`src/rtl/core/pcmr_pkg.sv`:
```
`timescale 1ns / 1ps

package pcmr_pkg;

	localparam int MAX_CH   = 8;
	localparam int SAMPLE_W = 16;
	localparam int CNT_W    = $clog2(MAX_CH + 1);
	localparam int IDX_W    = $clog2(MAX_CH);
	localparam int NPAIR    = MAX_CH / 2;
	localparam int PAIR_W   = SAMPLE_W + 1;
	localparam int SUM_W    = SAMPLE_W + $clog2(MAX_CH);
	localparam int RECIP_SH = SUM_W + 3;
	localparam int RECIP_W  = RECIP_SH + 1;
	localparam int PROD_W   = SUM_W + RECIP_W;
	localparam int REM_W    = CNT_W + 1;
	localparam int DATA_W   = 4;

	// register indexes
	localparam logic REG_IN_CH  = 1'b0;
	localparam logic REG_OUT_CH = 1'b1;

	// output channel selector codes
	localparam logic [1:0] SEL_SAME   = 2'd0;
	localparam logic [1:0] SEL_MONO   = 2'd1;
	localparam logic [1:0] SEL_STEREO = 2'd2;

	typedef logic signed [SAMPLE_W-1:0] sample_t;

	typedef enum logic [1:0] {
		MODE_PASS,
		MODE_MONO,
		MODE_DUP,
		MODE_TOP2
	} mode_t;

	typedef struct packed {
		mode_t            mode;
		logic [CNT_W-1:0] nin;
	} ctl_t;

	// floor(2^RECIP_SH / n), so the scaled quotient is at most one short
	function automatic logic [RECIP_W-1:0] recip(input logic [CNT_W-1:0] n);
		logic [RECIP_W-1:0] r;
		case (n)
			CNT_W'(2): r = RECIP_W'((64'd1 << RECIP_SH) / 2);
			CNT_W'(3): r = RECIP_W'((64'd1 << RECIP_SH) / 3);
			CNT_W'(4): r = RECIP_W'((64'd1 << RECIP_SH) / 4);
			CNT_W'(5): r = RECIP_W'((64'd1 << RECIP_SH) / 5);
			CNT_W'(6): r = RECIP_W'((64'd1 << RECIP_SH) / 6);
			CNT_W'(7): r = RECIP_W'((64'd1 << RECIP_SH) / 7);
			CNT_W'(8): r = RECIP_W'((64'd1 << RECIP_SH) / 8);
			default:   r = RECIP_W'(64'd1 << RECIP_SH);
		endcase
		return r;
	endfunction

endpackage

```
`src/rtl/core/pcm_channel_remixer.sv`:
```
`timescale 1ns / 1ps

// channel   direction  handshake           payload
// input     in         in_valid/in_stall   chan0 .. chan7, one frame per word
// output    out        out_valid/out_stall out_sample, frame_last
// config    in         wr_en               wr_index, wr_data
//
// a frame may enter every cycle while in_stall is low, and passes six pipeline
// stages on its way to the output; each frame leaves as 1, 2 or input_channels
// words, one per cycle while out_stall is low; the output serialiser sets the rate
// reset: 2 input channels, output same as input, pipeline and serialiser empty
// out_stall freezes the serialiser; the pipeline then stalls once stage six holds
// a frame, and in_stall is raised

module pcm_channel_remixer import pcmr_pkg::*; (
	input  logic              clk,
	input  logic              arst_n,
	input  logic              wr_en,
	input  logic              wr_index,
	input  logic [DATA_W-1:0] wr_data,
	input  logic              in_valid,
	output logic              in_stall,
	input  sample_t           chan0,
	input  sample_t           chan1,
	input  sample_t           chan2,
	input  sample_t           chan3,
	input  sample_t           chan4,
	input  sample_t           chan5,
	input  sample_t           chan6,
	input  sample_t           chan7,
	output logic              out_valid,
	input  logic              out_stall,
	output sample_t           out_sample,
	output logic              frame_last
);

	logic [3:0] in_ch_q;
	logic [1:0] out_ch_q;

	ctl_t                 ctl_in;
	logic [CNT_W-1:0]     nin;
	logic [CNT_W-1:0]     nout;
	sample_t [MAX_CH-1:0] chan_in;

	logic                 v_s6;
	ctl_t                 ctl_s6;
	sample_t [MAX_CH-1:0] chan_s6;
	sample_t              mean_s6;
	logic                 ser_free;
	logic                 adv;

	always_ff @(posedge clk or negedge arst_n) begin
		if (!arst_n) begin
			in_ch_q  <= 4'd2;
			out_ch_q <= SEL_SAME;
		end else if (wr_en) begin
			case (wr_index)
				REG_IN_CH:  in_ch_q  <= wr_data[3:0];
				REG_OUT_CH: out_ch_q <= wr_data[1:0];
				default:    ;
			endcase
		end
	end

	always_comb begin
		if (in_ch_q == 4'd0)
			nin = CNT_W'(1);
		else if ({1'b0, in_ch_q} > 5'(MAX_CH))
			nin = CNT_W'(MAX_CH);
		else
			nin = CNT_W'(in_ch_q);

		case (out_ch_q)
			SEL_MONO:   nout = CNT_W'(1);
			SEL_STEREO: nout = CNT_W'(2);
			default:    nout = nin;
		endcase

		ctl_in.nin = nin;
		if (nout == nin)
			ctl_in.mode = MODE_PASS;
		else if (nout == CNT_W'(1))
			ctl_in.mode = MODE_MONO;
		else if (nin == CNT_W'(1))
			ctl_in.mode = MODE_DUP;
		else
			ctl_in.mode = MODE_TOP2;
	end

	assign chan_in = {chan7, chan6, chan5, chan4, chan3, chan2, chan1, chan0};

	assign adv      = !v_s6 || ser_free;
	assign in_stall = !adv;

	pcmr_datapath u_datapath (
		.clk      (clk),
		.arst_n   (arst_n),
		.en       (adv),
		.in_valid (in_valid),
		.ctl_in   (ctl_in),
		.chan_in  (chan_in),
		.v_out    (v_s6),
		.ctl_out  (ctl_s6),
		.chan_out (chan_s6),
		.mean_out (mean_s6)
	);

	pcmr_serial u_serial (
		.clk        (clk),
		.arst_n     (arst_n),
		.load_valid (v_s6),
		.ctl        (ctl_s6),
		.chan       (chan_s6),
		.mean       (mean_s6),
		.stall      (out_stall),
		.free       (ser_free),
		.valid      (out_valid),
		.out_sample (out_sample),
		.frame_last (frame_last)
	);

endmodule

```
`src/rtl/core/pcmr_datapath.sv`:
```
`timescale 1ns / 1ps

module pcmr_datapath import pcmr_pkg::*; (
	input  logic                     clk,
	input  logic                     arst_n,
	input  logic                     en,
	input  logic                     in_valid,
	input  ctl_t                     ctl_in,
	input  sample_t [MAX_CH-1:0]     chan_in,
	output logic                     v_out,
	output ctl_t                     ctl_out,
	output sample_t [MAX_CH-1:0]     chan_out,
	output sample_t                  mean_out
);

	logic v_s1, v_s2, v_s3, v_s4, v_s5, v_s6;
	ctl_t ctl_s1, ctl_s2, ctl_s3, ctl_s4, ctl_s5, ctl_s6;
	sample_t [MAX_CH-1:0] chan_s1, chan_s2, chan_s3, chan_s4, chan_s5, chan_s6;

	logic [MAX_CH-1:0][SAMPLE_W-1:0] bias;
	logic [NPAIR-1:0][PAIR_W-1:0]    pair_s2;
	logic [SUM_W-1:0]                sum_c, sum_s3, sum_s4;
	logic [RECIP_W-1:0]              recip_s3;
	logic [PROD_W-1:0]               prod_s4;
	logic [SUM_W-1:0]                q0;
	logic [SUM_W+CNT_W-1:0]          qn;
	logic [SUM_W-1:0]                diff;
	logic [SUM_W-1:0]                q_s5;
	logic [REM_W-1:0]                rem_s5;
	logic [SUM_W-1:0]                qc, qf;
	logic [CNT_W-1:0]                rc;
	logic [REM_W-1:0]                twice;
	logic                            round_up;
	sample_t                         mean_s6;

	always_ff @(posedge clk or negedge arst_n) begin
		if (!arst_n) begin
			v_s1 <= 1'b0;
			v_s2 <= 1'b0;
			v_s3 <= 1'b0;
			v_s4 <= 1'b0;
			v_s5 <= 1'b0;
			v_s6 <= 1'b0;
		end else if (en) begin
			v_s1 <= in_valid;
			v_s2 <= v_s1;
			v_s3 <= v_s2;
			v_s4 <= v_s3;
			v_s5 <= v_s4;
			v_s6 <= v_s5;
		end
	end

	// offset binary, unused channels count as zero
	always_comb begin
		for (int k = 0; k < MAX_CH; k++) begin
			if (CNT_W'(k) < ctl_s1.nin)
				bias[k] = {~chan_s1[k][SAMPLE_W-1], chan_s1[k][SAMPLE_W-2:0]};
			else
				bias[k] = '0;
		end
	end

	always_comb begin
		sum_c = '0;
		for (int j = 0; j < NPAIR; j++)
			sum_c = sum_c + SUM_W'(pair_s2[j]);
	end

	// quotient estimate and its remainder, at most one divisor too large
	assign q0   = prod_s4[RECIP_SH+SUM_W-1:RECIP_SH];
	assign qn   = q0 * ctl_s4.nin;
	assign diff = sum_s4 - qn[SUM_W-1:0];

	always_comb begin
		if (rem_s5 >= REM_W'(ctl_s5.nin)) begin
			qc = q_s5 + SUM_W'(1);
			rc = CNT_W'(rem_s5 - REM_W'(ctl_s5.nin));
		end else begin
			qc = q_s5;
			rc = rem_s5[CNT_W-1:0];
		end
		twice    = {rc, 1'b0};
		// ties go to the even quotient
		round_up = (twice > REM_W'(ctl_s5.nin)) ||
		           ((twice == REM_W'(ctl_s5.nin)) && qc[0]);
		qf       = qc + SUM_W'(round_up);
	end

	always_ff @(posedge clk) begin
		if (en) begin
			ctl_s1   <= ctl_in;
			chan_s1  <= chan_in;

			ctl_s2   <= ctl_s1;
			chan_s2  <= chan_s1;
			for (int j = 0; j < NPAIR; j++)
				pair_s2[j] <= {1'b0, bias[2*j]} + {1'b0, bias[2*j+1]};

			ctl_s3   <= ctl_s2;
			chan_s3  <= chan_s2;
			sum_s3   <= sum_c;
			recip_s3 <= recip(ctl_s2.nin);

			ctl_s4   <= ctl_s3;
			chan_s4  <= chan_s3;
			sum_s4   <= sum_s3;
			prod_s4  <= PROD_W'(sum_s3) * PROD_W'(recip_s3);

			ctl_s5   <= ctl_s4;
			chan_s5  <= chan_s4;
			q_s5     <= q0;
			rem_s5   <= diff[REM_W-1:0];

			ctl_s6   <= ctl_s5;
			chan_s6  <= chan_s5;
			mean_s6  <= {~qf[SAMPLE_W-1], qf[SAMPLE_W-2:0]};
		end
	end

	assign v_out    = v_s6;
	assign ctl_out  = ctl_s6;
	assign chan_out = chan_s6;
	assign mean_out = mean_s6;

endmodule

```
`src/rtl/core/pcmr_serial.sv`:
```
`timescale 1ns / 1ps

module pcmr_serial import pcmr_pkg::*; (
	input  logic                 clk,
	input  logic                 arst_n,
	input  logic                 load_valid,
	input  ctl_t                 ctl,
	input  sample_t [MAX_CH-1:0] chan,
	input  sample_t              mean,
	input  logic                 stall,
	output logic                 free,
	output logic                 valid,
	output sample_t              out_sample,
	output logic                 frame_last
);

	logic                 busy_q;
	logic [IDX_W-1:0]     idx_q;
	logic [CNT_W-1:0]     cnt_q;
	sample_t [MAX_CH-1:0] res_q;

	sample_t [MAX_CH-1:0] res;
	logic [CNT_W-1:0]     cnt;
	logic                 last, take, done, load;

	always_comb begin
		res = chan;
		case (ctl.mode)
			MODE_PASS: cnt = ctl.nin;
			MODE_MONO: begin
				cnt    = CNT_W'(1);
				res[0] = mean;
			end
			MODE_DUP: begin
				cnt    = CNT_W'(2);
				res[1] = chan[0];
			end
			default:   cnt = CNT_W'(2);
		endcase
	end

	assign last = ({1'b0, idx_q} + CNT_W'(1)) == cnt_q;
	assign take = busy_q && !stall;
	assign done = take && last;
	assign free = !busy_q || done;
	assign load = load_valid && free;

	always_ff @(posedge clk or negedge arst_n) begin
		if (!arst_n) begin
			busy_q <= 1'b0;
			idx_q  <= '0;
			cnt_q  <= '0;
		end else if (load) begin
			busy_q <= 1'b1;
			idx_q  <= '0;
			cnt_q  <= cnt;
		end else if (done) begin
			busy_q <= 1'b0;
		end else if (take) begin
			idx_q  <= idx_q + IDX_W'(1);
		end
	end

	always_ff @(posedge clk) begin
		if (load)
			res_q <= res;
	end

	assign valid      = busy_q;
	assign out_sample = res_q[idx_q];
	assign frame_last = last;

endmodule
```
`config.mk`:
```
export PLATFORM = sky130hd
export DESIGN_NAME = pcm_channel_remixer
export DESIGN_NICKNAME = d
export VERILOG_FILES = /design/src/rtl/core/pcmr_pkg.sv /design/src/rtl/core/pcm_channel_remixer.sv /design/src/rtl/core/pcmr_datapath.sv /design/src/rtl/core/pcmr_serial.sv
export SDC_FILE = /design/constraint.sdc
export NUM_CORES = 2
export LEC_CHECK = 0
export ABC_AREA = 1
export ABC_CLOCK_PERIOD_IN_PS = 47300
export BUFFER_PORTS_ARGS = -buffer_cell sky130_fd_sc_hd__clkbuf_2
export CORE_AREA = 3 3 355 357
export DETAILED_ROUTE_END_ITERATION = 10
export DIE_AREA = 0 0 358 360
export PLACE_DENSITY_LB_ADDON = 0.12
export SYNTH_ARGS = -nofsm -noshare
export SYNTH_HDL_FRONTEND = slang
export SYNTH_SLANG_ARGS = --single-unit
```
`constraint.sdc`:
```
create_clock -name clk -period 47.3 [get_ports clk]
set_input_delay 9.46 -clock clk [delete_from_list [all_inputs] [get_ports clk]]
set_output_delay 9.46 -clock clk [all_outputs]
set_load 0.1 [all_outputs]
```
* After elaboration in Yosys (flattened, before gate mapping) *
Index checks and enable logic that the tools add are counted.

storage, ports and cells
  register bits = 1145
  input bits = 138
  output and inout port bits = 19

operators by class
  add/subtract/negate cells = 13
  multipliers = 2
  magnitude comparators = 12
  equal/unequal tests = 17
  mux-type cells = 26
  bitwise gates (word level) = 10
  reductions and logical operators = 19

operators by type and width
  cell                                                                  number
  16-bit 2-to-1 mux                                                     12
  23-bit case mux with 7 select lines                                   1
  16-bit by 16-bit adder with 17-bit output                             4
  16-bit binary-select mux with 3-bit select                            1
  19-bit by 23-bit multiplier with 41-bit output                        1
  19-bit by 17-bit adder with 19-bit output                             2
  19-bit by 4-bit multiplier with 5-bit output                          1
  17-bit by 17-bit adder with 18-bit output                             1
  16-bit by 1-bit adder with 16-bit output                              1
  16-bit by 1-bit adder with 16-bit output (second input constant)      1
  4-bit by 3-bit == test with 1-bit output (second input constant)      4
  3-bit by 4-bit < comparator with 1-bit output (first input constant)  4
  4-bit case mux with 2 select lines                                    2
  4-bit 2-to-1 mux                                                      3
  1-bit NOT                                                             10
  3-bit 2-to-1 mux                                                      3
  4-bit by 1-bit == test with 1-bit output (second input constant)      2
  4-bit by 2-bit == test with 1-bit output (second input constant)      2
  4-bit == test                                                         2
  1-bit by 4-bit < comparator with 1-bit output (first input constant)  2
  2-bit by 4-bit < comparator with 1-bit output (first input constant)  2
  2-bit AND reduction                                                   3
  5-bit by 4-bit == test with 1-bit output                              1
  5-bit by 4-bit greater-or-equal comparator with 1-bit output          1
  other kinds (19)                                                      33

* Logic depth before layout (Yosys ltp) *
  depth in word-level cells = 7
  depth in mapped cells = 29

* Cells and area by module *
Synthesis repeated with hierarchy kept, for this count alone.

second synthesis, totals
  cell total of the unflattened synthesis = 4345
  area, all modules = 54967.7 sq um

modules (own cells, without submodules)
  module               times used  cells an instance  area each (sq um)  sequential area each (sq um)
  pcmr_datapath        1           3787               48719.2            29007.8
  pcmr_serial          1           501                5868.1             4043.9
  pcm_channel_remixer  1           57                 380.4              151.4

* Least setup slack after synthesis *
No wires, ideal clock.

  path kind = in2reg
  start point = input out_stall
  end point = register u_datapath.v_s1
  library setup time = 942 ps
  arrival time = 28890 ps
  required time = 46358 ps
  setup slack = 17468 ps
  stages = 4
  buffers on the path = 0
  cells stage by stage = o21ai_2 > nor2_4 > inv_1 > o21ai_0

on the way
  longest elaborated chain between the ends = 5

ends and longest elaborated chain
  what                  line                       source
  from (decl)           pcm_channel_remixer.sv:32  input logic out_stall,
  1-bit logical NOT     pcmr_serial.sv:43          assign take = busy_q && !stall;
  1-bit logical AND     pcmr_serial.sv:43
  1-bit logical AND     pcmr_serial.sv:44          assign done = take && last;
  1-bit logical OR      pcmr_serial.sv:45          assign free = !busy_q || done;
  1-bit logical OR      pcm_channel_remixer.sv:92  assign adv = !v_s6 || ser_free;
  to (signal assigned)  pcmr_datapath.sv:45        v_s1 <= in_valid;
  to (decl)             pcmr_datapath.sv:16        logic v_s1, v_s2, v_s3, v_s4, v_s5, v_s6;

Every way passes these cells.
A chain may end at the register's enable or synchronous reset.

* Worst setup path in the final report *
  start point = input out_stall
  end point = output in_stall

on the way
  longest elaborated chain between the ends = 6

ends and longest elaborated chain
  what               line                       source
  1-bit logical NOT  pcmr_serial.sv:43
  1-bit logical AND  pcmr_serial.sv:43
  1-bit logical AND  pcmr_serial.sv:44
  1-bit logical OR   pcmr_serial.sv:45
  1-bit logical OR   pcm_channel_remixer.sv:92
  1-bit logical NOT  pcm_channel_remixer.sv:93  assign in_stall = !adv;
  to (decl)          pcm_channel_remixer.sv:22  output logic in_stall,

Every way passes these cells.

==> metrics.txt <==
drt first-iter violations=2,559; Net Count, Synth=5,124; post-synthesis sequential area ratio=60.1%; Least-Margin Pin Slew=1100 ps; final worst clock skew=51.6 ps; placer congestion estimate=0.920; Total Wirelength=129,000 um; worst min path class=reg -> reg; Root Driver=clkbuf_16; Worst Hold Endpoint=u_datapath.ctl_s4[1]; Hold Crit Depth=0; DP Area=58,000 um2; Die X-Extent=358 um; max frequency=50.3 MHz; Worst Path Required=37,840 ps; CTS Buf Count=112; DRC errors left=0; Die Y=360 um; total number of vias=31,100; worst slack at placement=27,450 ps; r2r endpoint=u_datapath.chan_s2[74]; DP Cell Count=6,158; Final Cell Area=61,500 um2; largest net degree at the start of global routing=130; share of post-route cells with drive strength above 1=9.03%; Post-Layout Cell Count=6,366; H-tree Lvls=3; CP Launch Type=primary input; Final Setup Violations=0; antenna violations before repair=10; setup slack, reg-to-reg=39,500 ps; # IOs=157; vias per inst=4.89; Cell Area, Synth=55,300 um2; global route overflow=0; fin nets=5,340; R2R depth=14; vias in the first global route=31,200; CP max FO=8; Min Clock Period, post-route=19,870 ps; warning count from the yosys run=0; post-detail-place hpwl=99,000 um; Final Max Slew Viols=0; Setup CP Type=in -> out; number of flops mapped to enable cells by yosys=1,089; core area=123,000 um2; status=finished clean; Hold Crit Start=u_datapath.ctl_s3[1]; cell count after synthesis=4,419; part of the cycle the worst path needs=42.0%; global-route wire length before repair=193,000 um; Worst EP arrival=10,410 ps; unrepaired setup endpoints after global routing=false; CTS tree=done; # hold bufs at CTS=0; commonest non-fill, non-tap cell in the layout=edfxtp_1; final worst slack=27,430 ps; CTS sink count=1,109; Antenna Nets Post-Route=0; Clk Latency, worst-skew pair=720 ps; commonest cells after routing, fill and taps aside=edfxtp_1, inv_1, nand2_1; Starting Density=44.8%; row count=129; die area=129,000 um2; Distinct cells, synth=48; max_cap viols=0; Async SR Flop Fraction=1.80%; post-cts resize count=0; drt pass-1 iters=8; Total Routing Usage GR=20.3%; Wirelength per Cell=20.2 um; Critical Path Sink Type=output pin; # Post-CTS Setup Buffers=0; Max-slew headroom=26.4%; post-synthesis area per instance=12.5 um2; prevailing post-synth register cell=edfxtp_1; setup TNS=0 ps; Hold Vio Cnt, Final=0; Worst-path clk slew=60 ps; worst r2r src=u_serial.idx_q[0]; I/O Buffers=156; clk buf depth=3; Seq cells post-synth=1,109; area added between synthesis and finish=11.3%
[Yosys cell counts, types with 3 or more instances]
| master | instances | area share, % |
|---|---|---|
| clkbuf_1 | 60 | 0.41 |
| edfxtp_1 | 1089 | 59 |
| nand2_1 | 630 | 4.3 |
| a21oi_2 | 4 | 0.063 |
| fa_1 | 340 | 12 |
| ha_1 | 227 | 5.1 |
| a21oi_1 | 129 | 1.2 |
| a31oi_1 | 31 | 0.35 |
| buf_1 | 12 | 0.082 |
| nor2_1 | 353 | 2.4 |
| buf_2 | 7 | 0.063 |
| o31ai_1 | 9 | 0.12 |
| o21bai_1 | 12 | 0.16 |
| or2_2 | 3 | 0.034 |
| a21o_1 | 15 | 0.20 |
| dfrtp_1 | 19 | 0.86 |
| nor2_2 | 12 | 0.14 |
| nor4_1 | 4 | 0.045 |
| o22ai_1 | 16 | 0.18 |
| nand3b_1 | 5 | 0.068 |
| xnor2_1 | 40 | 0.63 |
| nand3_1 | 90 | 0.82 |
| nand2_2 | 13 | 0.15 |
| o211ai_1 | 4 | 0.054 |
| nand4_1 | 15 | 0.17 |
| a211oi_1 | 3 | 0.041 |
| o21ai_0 | 132 | 1.2 |
| a21boi_0 | 14 | 0.19 |
| inv_1 | 936 | 6.4 |
| nor3_1 | 19 | 0.17 |
| o21ai_1 | 12 | 0.11 |
| o21a_1 | 5 | 0.068 |
| nor2_4 | 5 | 0.10 |
| xor2_1 | 99 | 1.6 |
| nand2_4 | 5 | 0.10 |
| mux2_2 | 32 | 0.65 |
[worst max path at each step]
stage	slack, ps	from	end
detailed placement	27450	out_stall	in_stall
global placement	27450	out_stall	in_stall
global route	27390	out_stall	in_stall
CTS	27430	out_stall	in_stall
finish	27430	out_stall	in_stall
floorplan	17470	out_stall	u_datapath.v_s1
[stage by stage]
| step | utilization, % | hold slack (ps) |
|---|---|---|
| 2_1_floorplan | - | 400 |
| 3_3_place_gp | 47.0 | 400 |
| 3_5_place_dp | 47.0 | 405 |
| 4_1_cts | 49.9 | 372 |
| 5_1_grt | 49.9 | 379 |
| 6_report | 49.9 | 382 |
[state kept, by name, summed over array words and instances, names as in the netlist, 12 cells and up]
register / flops
u_datapath.prod_s4: 16
u_datapath.chan_s1: 128
u_datapath.recip_s3: 12
u_datapath.chan_s3: 128
u_datapath.q_s5: 16
u_datapath.pair_s2: 68
u_datapath.chan_s5: 128
u_datapath.chan_out: 128
u_datapath.chan_s2: 128
u_datapath.chan_s4: 128
u_datapath.sum_s3: 19
u_serial.res_q: 128
u_datapath.mean_out: 16
[layer usage]
layer	global-route usage [%]	part of all wire (%)	vias to the layer above
met5	0	0	-
met1	29.9	46	15300
met4	5.04	2.4	0
met3	4.10	6.5	159
met2	31.1	45	811
li1	-	-	14800
[critical path: stages]
cell and delay (ps):
clkbuf_2 100, o21ai_2 90, nor2_4 240, clkbuf_2 510
[area by class of cell]
class / instances / area, um2
flip-flops and latches: 1109 / 33200
clock inverters: 74 / 628
diodes: 1 / 2.50
well taps: 1637 / 2050
multi-input cells: 2288 / 18200
fillers: 11000 / 61800
inverters: 940 / 3540
repair buffers: 184 / 991
clock buffers: 133 / 2880
[cells by family after synthesis]
family	synth area share [%]
AO/OA/AOI/OAI	4.01
multiplexers	0.652
AND/OR/NAND/NOR	8.59
adder cells (fa/ha/maj)	17.5
buffers and inverters	7.01
XOR/XNOR	2.20
flip-flops	60.1
Power is not shown: default switching activity piles up to over one toggle a cycle in this logic, so the estimate is an artifact.
